**src/rtl/core/mcpf_pkg.sv**
```systemverilog
// Shared types, constants and functions of the motor command packet framer.
`timescale 1ns / 1ps

package mcpf_pkg;

  localparam int FRAME_BUFFER_BYTES_DEF = 64;
  localparam int QUEUE_DEPTH = 4;

  localparam logic [7:0] DEV_ADDR_RST = 8'd128;
  localparam logic [7:0] M1_CODE_RST = 8'd0;
  localparam logic [7:0] M2_CODE_RST = 8'd4;
  localparam logic [7:0] BATT_CODE_RST = 8'd24;
  localparam logic [7:0] CURR_CODE_RST = 8'd49;
  localparam logic [7:0] VER_CODE_RST = 8'd21;

  localparam logic [15:0] CRC_POLY = 16'h1021;

  typedef enum logic [2:0] {
    CFG_DEV_ADDR  = 3'd0,
    CFG_M1_CODE   = 3'd1,
    CFG_M2_CODE   = 3'd2,
    CFG_BATT_CODE = 3'd3,
    CFG_CURR_CODE = 3'd4,
    CFG_VER_CODE  = 3'd5
  } cfg_idx_t;

  typedef enum logic [2:0] {
    KIND_NONE    = 3'd0,
    KIND_DRIVE   = 3'd1,
    KIND_BATTERY = 3'd2,
    KIND_CURRENT = 3'd3,
    KIND_VERSION = 3'd4,
    KIND_BAD     = 3'd5
  } kind_t;

  // One queue word holds every result that a single input word produces.
  typedef struct packed {
    logic [1:0]      last_idx;
    logic [3:0][7:0] data;
    logic [4:0]      reply_len;
    logic            bad;
    logic            ovf;
    logic            fend;
  } mcpf_word_t;

  function automatic logic [15:0] crc_step(input logic [15:0] crc, input logic [7:0] b);
    logic [15:0] c;
    c = crc ^ {b, 8'h00};
    for (int i = 0; i < 8; i++) begin
      if (c[15]) begin
        c = {c[14:0], 1'b0} ^ CRC_POLY;
      end else begin
        c = {c[14:0], 1'b0};
      end
    end
    return c;
  endfunction

  function automatic logic [4:0] reply_of(input kind_t kind);
    logic [4:0] r;
    case (kind)
      KIND_DRIVE:   r = 5'd1;
      KIND_BATTERY: r = 5'd4;
      KIND_CURRENT: r = 5'd6;
      KIND_VERSION: r = 5'd27;
      default:      r = 5'd0;
    endcase
    return r;
  endfunction

endpackage

```
**src/rtl/core/motor_command_packet_framer.sv**
```systemverilog
// Top level of the motor command packet framer.
`timescale 1ns / 1ps

// The input channel takes one payload word per cycle; the first word of a packet is the
// command code and in_payload_end marks the last. Each accepted word is classified, run
// through the CRC-16 and turned into at most one result word of up to four bytes, which
// waits in a four-entry queue. The output channel gives one framed byte per handshake: the
// device address and payload, then the CRC high and low bytes for drive commands. An
// unknown command yields a single word with out_bad_command set and the rest of its packet
// is dropped. An accepted input word enters the queue at its accepting edge; its result is
// loaded into the output register once that register is empty or its last byte is taken.
// Input words are taken every cycle while the queue has room. The output gives at most one
// byte per cycle; a packet of n kept payload words gives n + 1 bytes (n + 2 for a read
// packet that overflows), or n + 3 for drive commands, and over a long stream the input
// rate falls to match. When the receiver stalls, the current output word holds and the
// queue fills, after which in_ready drops. Configuration writes are taken every cycle on
// the cfg port. A synchronous reset restores the default address and command codes and
// empties the queue and the packet state.

module motor_command_packet_framer
  import mcpf_pkg::*;
#(
  parameter int FRAME_BUFFER_BYTES = FRAME_BUFFER_BYTES_DEF
) (
  input  logic       clk,
  input  logic       rst_n,
  input  logic       in_valid,
  output logic       in_ready,
  input  logic [7:0] in_payload_byte,
  input  logic       in_payload_end,
  output logic       out_valid,
  input  logic       out_ready,
  output logic [7:0] out_tx_byte,
  output logic       out_frame_end,
  output logic [4:0] out_reply_length,
  output logic       out_bad_command,
  output logic       out_overflow,
  input  logic       cfg_valid,
  output logic       cfg_ready,
  input  logic [2:0] cfg_index,
  input  logic [7:0] cfg_data
);

  logic       q_full, q_empty, push, pop;
  mcpf_word_t push_word, q_head;

  mcpf_front #(
    .FRAME_BUFFER_BYTES(FRAME_BUFFER_BYTES)
  ) u_front (
    .clk            (clk),
    .rst_n          (rst_n),
    .in_valid       (in_valid),
    .in_ready       (in_ready),
    .in_payload_byte(in_payload_byte),
    .in_payload_end (in_payload_end),
    .cfg_valid      (cfg_valid),
    .cfg_ready      (cfg_ready),
    .cfg_index      (cfg_index),
    .cfg_data       (cfg_data),
    .q_full         (q_full),
    .push           (push),
    .push_word      (push_word)
  );

  mcpf_queue u_queue (
    .clk      (clk),
    .rst_n    (rst_n),
    .push     (push),
    .push_word(push_word),
    .full     (q_full),
    .pop      (pop),
    .empty    (q_empty),
    .head     (q_head)
  );

  mcpf_back u_back (
    .clk             (clk),
    .rst_n           (rst_n),
    .q_empty         (q_empty),
    .q_head          (q_head),
    .pop             (pop),
    .out_valid       (out_valid),
    .out_ready       (out_ready),
    .out_tx_byte     (out_tx_byte),
    .out_frame_end   (out_frame_end),
    .out_reply_length(out_reply_length),
    .out_bad_command (out_bad_command),
    .out_overflow    (out_overflow)
  );

endmodule

```
**src/rtl/core/mcpf_front.sv**
```systemverilog
// Front end: configuration registers, command classification, CRC and word build.
`timescale 1ns / 1ps

module mcpf_front
  import mcpf_pkg::*;
#(
  parameter int FRAME_BUFFER_BYTES = FRAME_BUFFER_BYTES_DEF
) (
  input  logic       clk,
  input  logic       rst_n,
  input  logic       in_valid,
  output logic       in_ready,
  input  logic [7:0] in_payload_byte,
  input  logic       in_payload_end,
  input  logic       cfg_valid,
  output logic       cfg_ready,
  input  logic [2:0] cfg_index,
  input  logic [7:0] cfg_data,
  input  logic       q_full,
  output logic       push,
  output mcpf_word_t push_word
);

  localparam int CW = $clog2(FRAME_BUFFER_BYTES);
  localparam logic [CW-1:0] CAP = CW'(FRAME_BUFFER_BYTES - 3);

  logic [7:0]    dev_addr_r, m1_code_r, m2_code_r, batt_code_r, curr_code_r, ver_code_r;
  logic [15:0]   addr_crc_r;
  logic [15:0]   crc_r, crc_nxt;
  logic          in_packet_r, in_packet_nxt;
  kind_t         kind_r, kind_nxt;
  logic          drop_r, drop_nxt;
  logic [CW-1:0] count_r, count_nxt;
  logic          ovf_r, ovf_nxt;
  logic [15:0]   crc_b;
  kind_t         cls;

  assign in_ready = !q_full;
  assign cfg_ready = 1'b1;

  always_ff @(posedge clk) begin
    if (!rst_n) begin
      dev_addr_r  <= DEV_ADDR_RST;
      addr_crc_r  <= crc_step(16'h0000, DEV_ADDR_RST);
      m1_code_r   <= M1_CODE_RST;
      m2_code_r   <= M2_CODE_RST;
      batt_code_r <= BATT_CODE_RST;
      curr_code_r <= CURR_CODE_RST;
      ver_code_r  <= VER_CODE_RST;
    end else if (cfg_valid) begin
      case (cfg_idx_t'(cfg_index))
        CFG_DEV_ADDR: begin
          dev_addr_r <= cfg_data;
          addr_crc_r <= crc_step(16'h0000, cfg_data);
        end
        CFG_M1_CODE:   m1_code_r <= cfg_data;
        CFG_M2_CODE:   m2_code_r <= cfg_data;
        CFG_BATT_CODE: batt_code_r <= cfg_data;
        CFG_CURR_CODE: curr_code_r <= cfg_data;
        CFG_VER_CODE:  ver_code_r <= cfg_data;
        default: ;
      endcase
    end
  end

  always_comb begin
    if (in_payload_byte == m1_code_r || in_payload_byte == m2_code_r) begin
      cls = KIND_DRIVE;
    end else if (in_payload_byte == batt_code_r) begin
      cls = KIND_BATTERY;
    end else if (in_payload_byte == curr_code_r) begin
      cls = KIND_CURRENT;
    end else if (in_payload_byte == ver_code_r) begin
      cls = KIND_VERSION;
    end else begin
      cls = KIND_BAD;
    end
  end

  // The first byte chains onto the stored CRC of the address byte.
  assign crc_b = crc_step(in_packet_r ? crc_r : addr_crc_r, in_payload_byte);

  always_comb begin
    crc_nxt = crc_r;
    in_packet_nxt = in_packet_r;
    kind_nxt = kind_r;
    drop_nxt = drop_r;
    count_nxt = count_r;
    ovf_nxt = ovf_r;
    push = 1'b0;
    push_word = '0;
    if (in_valid && in_ready) begin
      if (!in_packet_r) begin
        kind_nxt = cls;
        ovf_nxt = 1'b0;
        count_nxt = CW'(1);
        if (cls == KIND_BAD) begin
          push = 1'b1;
          push_word.bad = 1'b1;
          push_word.fend = 1'b1;
          in_packet_nxt = !in_payload_end;
          drop_nxt = !in_payload_end;
          crc_nxt = 16'h0000;
          count_nxt = '0;
        end else begin
          push = 1'b1;
          crc_nxt = crc_b;
          drop_nxt = 1'b0;
          push_word.reply_len = reply_of(cls);
          push_word.data[0] = dev_addr_r;
          push_word.data[1] = in_payload_byte;
          push_word.last_idx = 2'd1;
          in_packet_nxt = !in_payload_end;
          if (in_payload_end) begin
            push_word.fend = 1'b1;
            if (cls == KIND_DRIVE) begin
              push_word.data[2] = crc_b[15:8];
              push_word.data[3] = crc_b[7:0];
              push_word.last_idx = 2'd3;
            end
          end
        end
      end else if (drop_r) begin
        if (in_payload_end) begin
          in_packet_nxt = 1'b0;
          drop_nxt = 1'b0;
        end
      end else if (count_r < CAP) begin
        push = 1'b1;
        crc_nxt = crc_b;
        count_nxt = count_r + CW'(1);
        push_word.reply_len = reply_of(kind_r);
        push_word.ovf = ovf_r;
        push_word.data[0] = in_payload_byte;
        push_word.last_idx = 2'd0;
        if (in_payload_end) begin
          in_packet_nxt = 1'b0;
          push_word.fend = 1'b1;
          if (kind_r == KIND_DRIVE) begin
            push_word.data[1] = crc_b[15:8];
            push_word.data[2] = crc_b[7:0];
            push_word.last_idx = 2'd2;
          end
        end
      end else begin
        ovf_nxt = 1'b1;
        if (in_payload_end) begin
          in_packet_nxt = 1'b0;
          push = 1'b1;
          push_word.reply_len = reply_of(kind_r);
          push_word.ovf = 1'b1;
          push_word.fend = 1'b1;
          if (kind_r == KIND_DRIVE) begin
            push_word.data[0] = crc_r[15:8];
            push_word.data[1] = crc_r[7:0];
            push_word.last_idx = 2'd1;
          end
        end
      end
    end
  end

  always_ff @(posedge clk) begin
    if (!rst_n) begin
      crc_r <= '0;
      in_packet_r <= 1'b0;
      kind_r <= KIND_NONE;
      drop_r <= 1'b0;
      count_r <= '0;
      ovf_r <= 1'b0;
    end else begin
      crc_r <= crc_nxt;
      in_packet_r <= in_packet_nxt;
      kind_r <= kind_nxt;
      drop_r <= drop_nxt;
      count_r <= count_nxt;
      ovf_r <= ovf_nxt;
    end
  end

endmodule

```
**src/rtl/core/mcpf_queue.sv**
```systemverilog
// Short queue of result words between the front end and the output serializer.
`timescale 1ns / 1ps

module mcpf_queue
  import mcpf_pkg::*;
(
  input  logic       clk,
  input  logic       rst_n,
  input  logic       push,
  input  mcpf_word_t push_word,
  output logic       full,
  input  logic       pop,
  output logic       empty,
  output mcpf_word_t head
);

  localparam int PW = $clog2(QUEUE_DEPTH);
  localparam int NW = $clog2(QUEUE_DEPTH + 1);

  mcpf_word_t    mem_r [QUEUE_DEPTH];
  logic [PW-1:0] wr_ptr_r, rd_ptr_r;
  logic [NW-1:0] cnt_r;

  assign full = (cnt_r == NW'(QUEUE_DEPTH));
  assign empty = (cnt_r == '0);
  assign head = mem_r[rd_ptr_r];

  always_ff @(posedge clk) begin
    if (push) begin
      mem_r[wr_ptr_r] <= push_word;
    end
  end

  always_ff @(posedge clk) begin
    if (!rst_n) begin
      wr_ptr_r <= '0;
      rd_ptr_r <= '0;
      cnt_r <= '0;
    end else begin
      if (push) begin
        wr_ptr_r <= (wr_ptr_r == PW'(QUEUE_DEPTH - 1)) ? '0 : wr_ptr_r + PW'(1);
      end
      if (pop) begin
        rd_ptr_r <= (rd_ptr_r == PW'(QUEUE_DEPTH - 1)) ? '0 : rd_ptr_r + PW'(1);
      end
      if (push && !pop) begin
        cnt_r <= cnt_r + NW'(1);
      end else if (pop && !push) begin
        cnt_r <= cnt_r - NW'(1);
      end
    end
  end

endmodule

```
**src/rtl/core/mcpf_back.sv**
```systemverilog
// Back end: unpacks queued words into one output byte per handshake.
`timescale 1ns / 1ps

module mcpf_back
  import mcpf_pkg::*;
(
  input  logic       clk,
  input  logic       rst_n,
  input  logic       q_empty,
  input  mcpf_word_t q_head,
  output logic       pop,
  output logic       out_valid,
  input  logic       out_ready,
  output logic [7:0] out_tx_byte,
  output logic       out_frame_end,
  output logic [4:0] out_reply_length,
  output logic       out_bad_command,
  output logic       out_overflow
);

  mcpf_word_t cur_r;
  logic       valid_r;
  logic [1:0] idx_r;
  logic       at_last;

  assign at_last = (idx_r == cur_r.last_idx);
  assign pop = !q_empty && (!valid_r || (out_ready && at_last));

  assign out_valid = valid_r;
  assign out_tx_byte = cur_r.data[idx_r];
  assign out_frame_end = cur_r.fend && at_last;
  assign out_reply_length = cur_r.reply_len;
  assign out_bad_command = cur_r.bad;
  assign out_overflow = cur_r.ovf;

  always_ff @(posedge clk) begin
    if (pop) begin
      cur_r <= q_head;
    end
  end

  always_ff @(posedge clk) begin
    if (!rst_n) begin
      valid_r <= 1'b0;
      idx_r <= '0;
    end else if (pop) begin
      valid_r <= 1'b1;
      idx_r <= '0;
    end else if (valid_r && out_ready) begin
      if (at_last) begin
        valid_r <= 1'b0;
      end else begin
        idx_r <= idx_r + 2'd1;
      end
    end
  end

endmodule

```
**config.mk**
```make
export PLATFORM = sky130hd
export DESIGN_NAME = motor_command_packet_framer
export DESIGN_NICKNAME = d
export VERILOG_FILES = /design/src/rtl/core/mcpf_pkg.sv /design/src/rtl/core/motor_command_packet_framer.sv /design/src/rtl/core/mcpf_front.sv /design/src/rtl/core/mcpf_queue.sv /design/src/rtl/core/mcpf_back.sv
export SDC_FILE = /design/constraint.sdc
export NUM_CORES = 1
export LEC_CHECK = 0
export ABC_AREA = 1
export CAP_MARGIN = 20
export CORE_AREA = 2 2 218 220
export CTS_BUF_LIST = sky130_fd_sc_hd__clkbuf_4 sky130_fd_sc_hd__clkbuf_8
export CTS_CLUSTER_SIZE = 12
export DETAILED_ROUTE_END_ITERATION = 8
export DIE_AREA = 0 0 220 222
export DONT_BUFFER_PORTS = 1
export GPL_TIMING_DRIVEN = 0
export PLACE_DENSITY_LB_ADDON = 0.15
export SETUP_SLACK_MARGIN = 0.02
export SYNTH_ARGS = -nofsm -noshare
export SYNTH_HDL_FRONTEND = slang
export SYNTH_HIERARCHICAL = 1
export SYNTH_SLANG_ARGS = --single-unit
```
**constraint.sdc**
```tcl
create_clock -name clk -period 3.49 [get_ports clk]
set_input_delay 0.698 -clock clk [delete_from_list [all_inputs] [get_ports clk]]
set_output_delay 0.698 -clock clk [all_outputs]
set_load 0.02 [all_outputs]
```
Word level (Yosys, flattened, before mapping)
Memory sizes are Yosys's and may differ from the RTL's. A register that Yosys moved wholly into a read port is not among the register bits.
Cells that the tools add are included.
Cells by class
  $add $sub $neg: 6
  order comparisons: 2
  eq/ne operators: 26
  multiplexer cells: 104
  bitwise gates (word level): 20
  reduce and logical (&&, ||, !) cells: 32
Operators with widths (number)
  $mux W16: 29
  $mux W13: 16
  $mux W29: 2
  $not A3 Y3: 16
  $mux W21: 2
  $mux W42: 1
  $eq A8 B8 Y1: 5
  $pmux W5 S4: 2
  $mux W39: 1
  $mux W18: 2
  $mux W1: 27
  $mux W8: 3
  $mux W2: 10
  $eq A3 B2 Y1 const B: 6
  $eq A3 B3 Y1 const B: 6
  $mux W6: 3
  $reduce_and A2 Y1: 9
  $bmux W8 S2: 1
  $xor A16 B16 Y16: 1
  $mux W3: 5
  $eq A3 B1 Y1 const B: 3
  $logic_and A1 B1 Y1: 7
  $add A2 B1 Y2 const B: 3
  $add A6 B1 Y6 const B: 1
  other kinds (14): 29
Word-level totals
  bits in registers: 102
  memory bits (writable): 168
  output and inout port bits: 19
  memories kept: 1
Memories
  u_queue.mem_r: depth 4, bits a word 42, read ports 1, clocked after Yosys merged registers in 1, write ports 1, line mcpf_queue.sv:20  | mcpf_word_t mem_r [QUEUE_DEPTH];

Depth between registers and ports, before layout
  depth after elaboration: 37
  mapped depth: 17
  gate-level depth less buffers: 17

Hierarchy
The synthesis kept the hierarchy.
By module, submodules not included
  mcpf_queue: times used 1, cells each 465, area an instance 6705.2 µm², seq. area each 5225.0 µm²
  mcpf_front: times used 1, cells each 872, area an instance 5345.1 µm², seq. area each 1681.6 µm²
  mcpf_back: times used 1, cells each 124, area an instance 1731.7 µm², seq. area each 1321.3 µm²

Least setup slack after synthesis
OpenSTA, ideal clock, no wires.
  kind: input to register
  from: input out_ready
  to: register u_queue.cnt_r[1]
  setup time: 0.116 ns
  arrival: 2.906 ns
  data required time: 3.374 ns
  slack: 0.468 ns
  cell stages on the path: 10
  path buffers: 0
  path through: nand3_1 -> nand2_1 -> nand2_2 -> inv_1 -> inv_1 -> ha_1 -> inv_1 -> fa_1 -> o21ai_0 -> nor2_1
On the way
  cells in the longest elaborated chain, start to end: 6
  elaborated cells between the ends (all ways): 8
  classes of those cells: mux: 1; reduce/logical: 7
Ends and longest elaborated chain
  start, declared: line motor_command_packet_framer.sv:32  | input logic out_ready,
  $logic_and A1 B1 Y1 *: line mcpf_back.sv:27  | assign pop = !q_empty && (!valid_r || (out_ready && at_last));
  $logic_or A1 B1 Y1 *: line mcpf_back.sv:27
  $logic_and A1 B1 Y1 *: line mcpf_back.sv:27
  net pop: line motor_command_packet_framer.sv:44  | logic q_full, q_empty, push, pop;
  $logic_not A1 Y1: line mcpf_queue.sv:46  | if (push && !pop) begin
  $logic_and A1 B1 Y1: line mcpf_queue.sv:46
  $mux W3 / $reduce_bool A2 Y1 (equally long branches)
  end signal, assigned: line mcpf_queue.sv:47  | cnt_r <= cnt_r + NW'(1);
  end signal, assigned: line mcpf_queue.sv:49  | cnt_r <= cnt_r - NW'(1);
  end, declared: line mcpf_queue.sv:22  | logic [NW-1:0] cnt_r;
Mark *: on every way through the listed nets, which the timed path passes. The rest lies on a longest branch.
A chain may end at the register's enable or synchronous reset.

Worst setup path after layout
  from: register u_queue.cnt_r[0]
  to: memory u_queue/mem_r[2][22] (netlist bit), enable pin
On the way
  cells in the longest elaborated chain, start to end: 6
Ends and longest elaborated chain
  $eq A3 B3 Y1: line mcpf_queue.sv:24  | assign full = (cnt_r == NW'(QUEUE_DEPTH));
  net q_full: line motor_command_packet_framer.sv:44
  $logic_not A1 Y1: line mcpf_front.sv:38  | assign in_ready = !q_full;
  $logic_and A1 B1 Y1: line mcpf_front.sv:92  | if (in_valid && in_ready) begin
  $mux W1: line mcpf_front.sv:92
  net push: line motor_command_packet_framer.sv:44
  $mux W1: line mcpf_queue.sv:29  | if (push) begin
  $mux W1 (not written as such): line mcpf_queue.sv:30  | mem_r[wr_ptr_r] <= push_word;
  end, declared: line mcpf_queue.sv:20
The timed path passes the listed nets, and every way through them passes these cells.

==> metrics.md <==
| Metric | Value |
|---|---|
| Final instance area | `15,900 sq um` |
| Syn Area/Cell | `between 9 and 10 sq um` |
| Vert. Die Dim | `about 220 um` |
| Clock sink count | `306` |
| Async set-reset flop share out of synthesis | `0%` |
| Pwr dens | `roughly 730 nW/um^2` |
| Setup violators final | `0` |
| Switching pwr | `around 3.8 mW` |
| Status | `completed` |
| # rows | `79` |
| First-pass GRT wire length | `about 61,000 um` |
| Ratio of cells with drive above 1 in the final layout | `11.9%` |
| CP bufs+invs | `4` |
| Critical Path End Type | `register` |
| Maximum VDD drop | `0.000437 V` |
| Finished Layout Cells | `2,173` |
| CP peak stage delay | `about 0.42 ns` |
| CTS buffer count | `54` |
| Routed Antenna Nets | `0` |
| GR Overflow Total | `0` |
| H-Tree Depth | `2` |
| WL final | `40,400 um` |
| Final-stage net count | `1,556` |
| Antenna violations before repair | `0` |
| Kind of critical path | `register to register` |
| R2r endpoint | `u_queue/mem_r[2][22]` |
| Post-DP HPWL | `about 28,000 um` |
| TNS Setup | `0 ns` |
| Max-slew violations | `0` |
| Synth cell types | `42` |
| Drt drc | `0` |
| Area post-placement | `14,600 sq um` |
| Starting density of the core | `29.8%` |
| Worst Reg-to-Reg Cells | `9` |
| Largest delay share family, worst path | `simple AND/OR/NAND/NOR gates` |
| Yosys top cell by area | `edfxtp_1` |
| Clk_lat worst skew | `0.63 ns` |
| Sequential area share after synthesis | `between 50% and 60%` |
| Clk_skew | `about 0.020 ns` |
| Synth Cell Area | `approximately 14,000 sq um` |
| Post-Place Cells | `2,073` |
| Clock network power share | `31.8%` |
| Post-synth top area share | `45.8%` |
| Vias | `10,300` |
| Initial DRC Count | `679` |
| Worst Setup SP | `u_queue/cnt_r[0]` |
| Sequential Power Share | `between 40% and 50%` |
| Clk pin slew, worst setup/hold paths | `0.06 ns` |
| # fillers | `4,811` |
| Worst reg2reg startpoint | `u_queue/cnt_r[0]` |
| Setup repair after global routing missed its margin | `no` |
| Root Buffer | `clkbuf_8` |
| Synth area leaders | `edfxtp_1 (46%), dfxtp_1 (14%), nand2_1 (7.8%)` |
| Placeable Area | `46,300 sq um` |
| Min Tclk post-route | `3.01 ns` |
| Slowest cell on crit path | `nor2_1` |
| Synth Register Bits | `306` |
| Critical Path, Cell by Cell | `nor3_1 -> nor2_1 -> inv_1 -> nor2_1 -> inv_1 -> nand2_1 -> nand2_1 -> inv_2 -> buf_12` |
| Gate power share | `a little under a quarter` |
| Area growth, synth to finish | `15.1%` |
| CP arrival | `3.33 ns` |
| FF/Latch Area | `8230 sq um` |
| CTS tree | `done` |
| Ys Warns | `6` |
| Max Cap Viol | `0` |
| Post-Syn Instances | `1,461` |
| Port Buffers | `0` |
| Via/cell ratio | `4.73` |
| Routed WL per cell | `18.6 um` |
| Die area | `around 49,000 sq um` |
| RD Place Congestion | `roughly 0.86` |
| Max Clk Rate | `332 MHz` |
| Slew @ Worst Pin | `0.734 ns` |
| Worst path depth | `9` |
| Min setup slack post-route | `around 0.48 ns` |
| Syn_nets | `1,495` |
| Diodes inserted | `0` |
| Vias in the first global route | `around 10,000` |
| Tcrit/Tclk final | `86.3%` |
| Max Buffers Root-to-Sink | `3` |
| Pleak | `5.98 nW` |
| Post-synth EDFFs | `210` |
| Largest net degree at the start of global routing | `34` |
| Post-CTS Hold Buffers | `0` |
| Worst EP required | `3.81 ns` |
| CTS resizes | `0` |
| Hold slack | `roughly 0.19 ns` |
| Post-Place Worst Slack | `0.233 ns` |
| Finished Core Util | `roughly a third` |
| Io pins | `44` |
| Post-CTS Setup Bufs | `0` |
| Switching share of power | `between 30% and 40%` |
| R2R Setup Slk | `0.48 ns` |
| Hold Vio Cnt, Final | `0` |
| Hold Crit Class | `input pin to register` |
| Chip width | `220 um` |
| First-pass iteration count of the detailed router | `5` |
| Crit-path max FO | `24` |
| Top FF cell, synth | `edfxtp_1` |
| Max_slew headroom | `50.7%` |
| Cell-internal power | `7.80 mW` |
| Startpoint Class | `register` |
| Area taken by multi-input logic gates | `4550 sq um` |
| All-Layer GR Usage | `16.7%` |
| Worst Setup EP | `u_queue/mem_r[2][22]` |
| Tot Pwr | `11.6 mW` |
## worst min-delay path by stage
stage	start	end	depth (start not counted)
6_report	cfg_data[0]	u_front/ver_code_r[0]	2
5_1_grt	cfg_data[7]	u_front/addr_crc_r[8]	1
4_1_cts	cfg_data[0]	u_front/ver_code_r[0]	2
3_5_place_dp	u_front/dev_addr_r[7]	u_front/dev_addr_r[7]	2
3_3_place_gp	u_front/dev_addr_r[7]	u_front/dev_addr_r[7]	2
2_1_floorplan	u_front/dev_addr_r[7]	u_front/dev_addr_r[7]	2
## placed cells by master (no fill, tap or decap), drive strengths merged, types with 5 or more instances in the layout
cell type  Yosys  final
a21oi         86     86
nor2         196    196
bufinv         0      5
xor2          19     19
nand3         61     61
nor3           6      6
xnor2         10     10
o22ai         57     57
nand2        292    292
o211ai         8      8
edfxtp       210    210
ha             8      8
dfxtp         96     96
buf           43     48
clkbuf        31    108
clkinv         2     20
inv          141    141
a32oi          8      8
o21ai        167    167
## state kept, by name, summed over array words and instances, names as in the netlist, named ones only
signal	flops
u_front/dev_addr_r	8
u_front/m2_code_r	8
u_front/ovf_r	1
u_back/cur_r	35
u_front/kind_r	3
u_front/drop_r	1
u_back/out_valid	1
u_back/out_bad_command	1
u_back/idx_r	2
u_queue/cnt_r	3
u_queue/rd_ptr_r	2
u_front/in_packet_r	1
u_front/crc_r	16
u_front/curr_code_r	8
u_front/count_r	6
u_front/m1_code_r	8
u_back/out_overflow	1
u_back/out_reply_length	5
u_front/ver_code_r	8
u_queue/wr_ptr_r	2
u_front/addr_crc_r	8
u_front/batt_code_r	8
u_queue/mem_r	168
## power groups by stage
| stage | registers (mW) | logic, mW | clock network [mW] |
|---|---|---|---|
| detailed placement | 5.28 | 2.73 | 0 |
| floorplan | 5.14 | 1.82 | 0 |
| global route | 5.27 | 3.01 | 3.96 |
| global placement | 5.32 | 2.62 | 0 |
| CTS | 5.21 | 2.74 | 3.81 |
| finish | 5.20 | 2.69 | 3.69 |
## logic make-up after synthesis
kind of cell,synth area share (%)
buffers and inverters,7.28
other,0.0272
xor gates and xnor gates,1.84
AOI/OAI and AO/OA,13.4
adders and majority gates,0.872
and+or+nand+nor,16.9
DFF,59.7
## cells in the mapped netlist, types with 2 or more instances
| library cell | number |
|---|---|
| a21oi_1 | 84 |
| a22oi_1 | 3 |
| a31oi_1 | 3 |
| a32oi_1 | 8 |
| buf_2 | 12 |
| buf_4 | 18 |
| buf_6 | 12 |
| clkbuf_1 | 31 |
| clkinv_1 | 2 |
| dfxtp_1 | 96 |
| edfxtp_1 | 210 |
| ha_1 | 8 |
| inv_1 | 128 |
| inv_2 | 11 |
| inv_4 | 2 |
| nand2_1 | 287 |
| nand2_2 | 5 |
| nand3_1 | 58 |
| nand3_2 | 2 |
| nand3b_1 | 3 |
| nand4_1 | 2 |
| nor2_1 | 179 |
| nor2_2 | 14 |
| nor2_4 | 3 |
| nor3_1 | 6 |
| o2111ai_1 | 2 |
| o211ai_1 | 8 |
| o21ai_0 | 143 |
| o21ai_1 | 24 |
| o22ai_1 | 57 |
| o31ai_1 | 2 |
| xnor2_1 | 10 |
| xor2_1 | 19 |
## metal layers
metal | up-vias | GRT usage [%] | part of all wire (%) | routed length, um
met5 | - | 0 | 0 | 0
met4 | 0 | 5.33 | 2.3 | 943
met3 | 65 | 3.18 | 5.3 | 2130
met2 | 233 | 27.3 | 47 | 19200
met1 | 4891 | 22.3 | 45 | 18200
li1 | 5088 | - | - | -
## area by class of cell
type	instances	area share [%]
Sequential cell	306	51.9
Multi-Input combinational cell	938	28.7
Clock buffer	77	6.09
Tap cell	607	4.79
Inverter	143	3.42
Buffer	74	2.91
Clock inverter	23	1.59
Timing Repair Buffer	5	0.631
No activity file was read; power rests on OpenSTA's default activity.
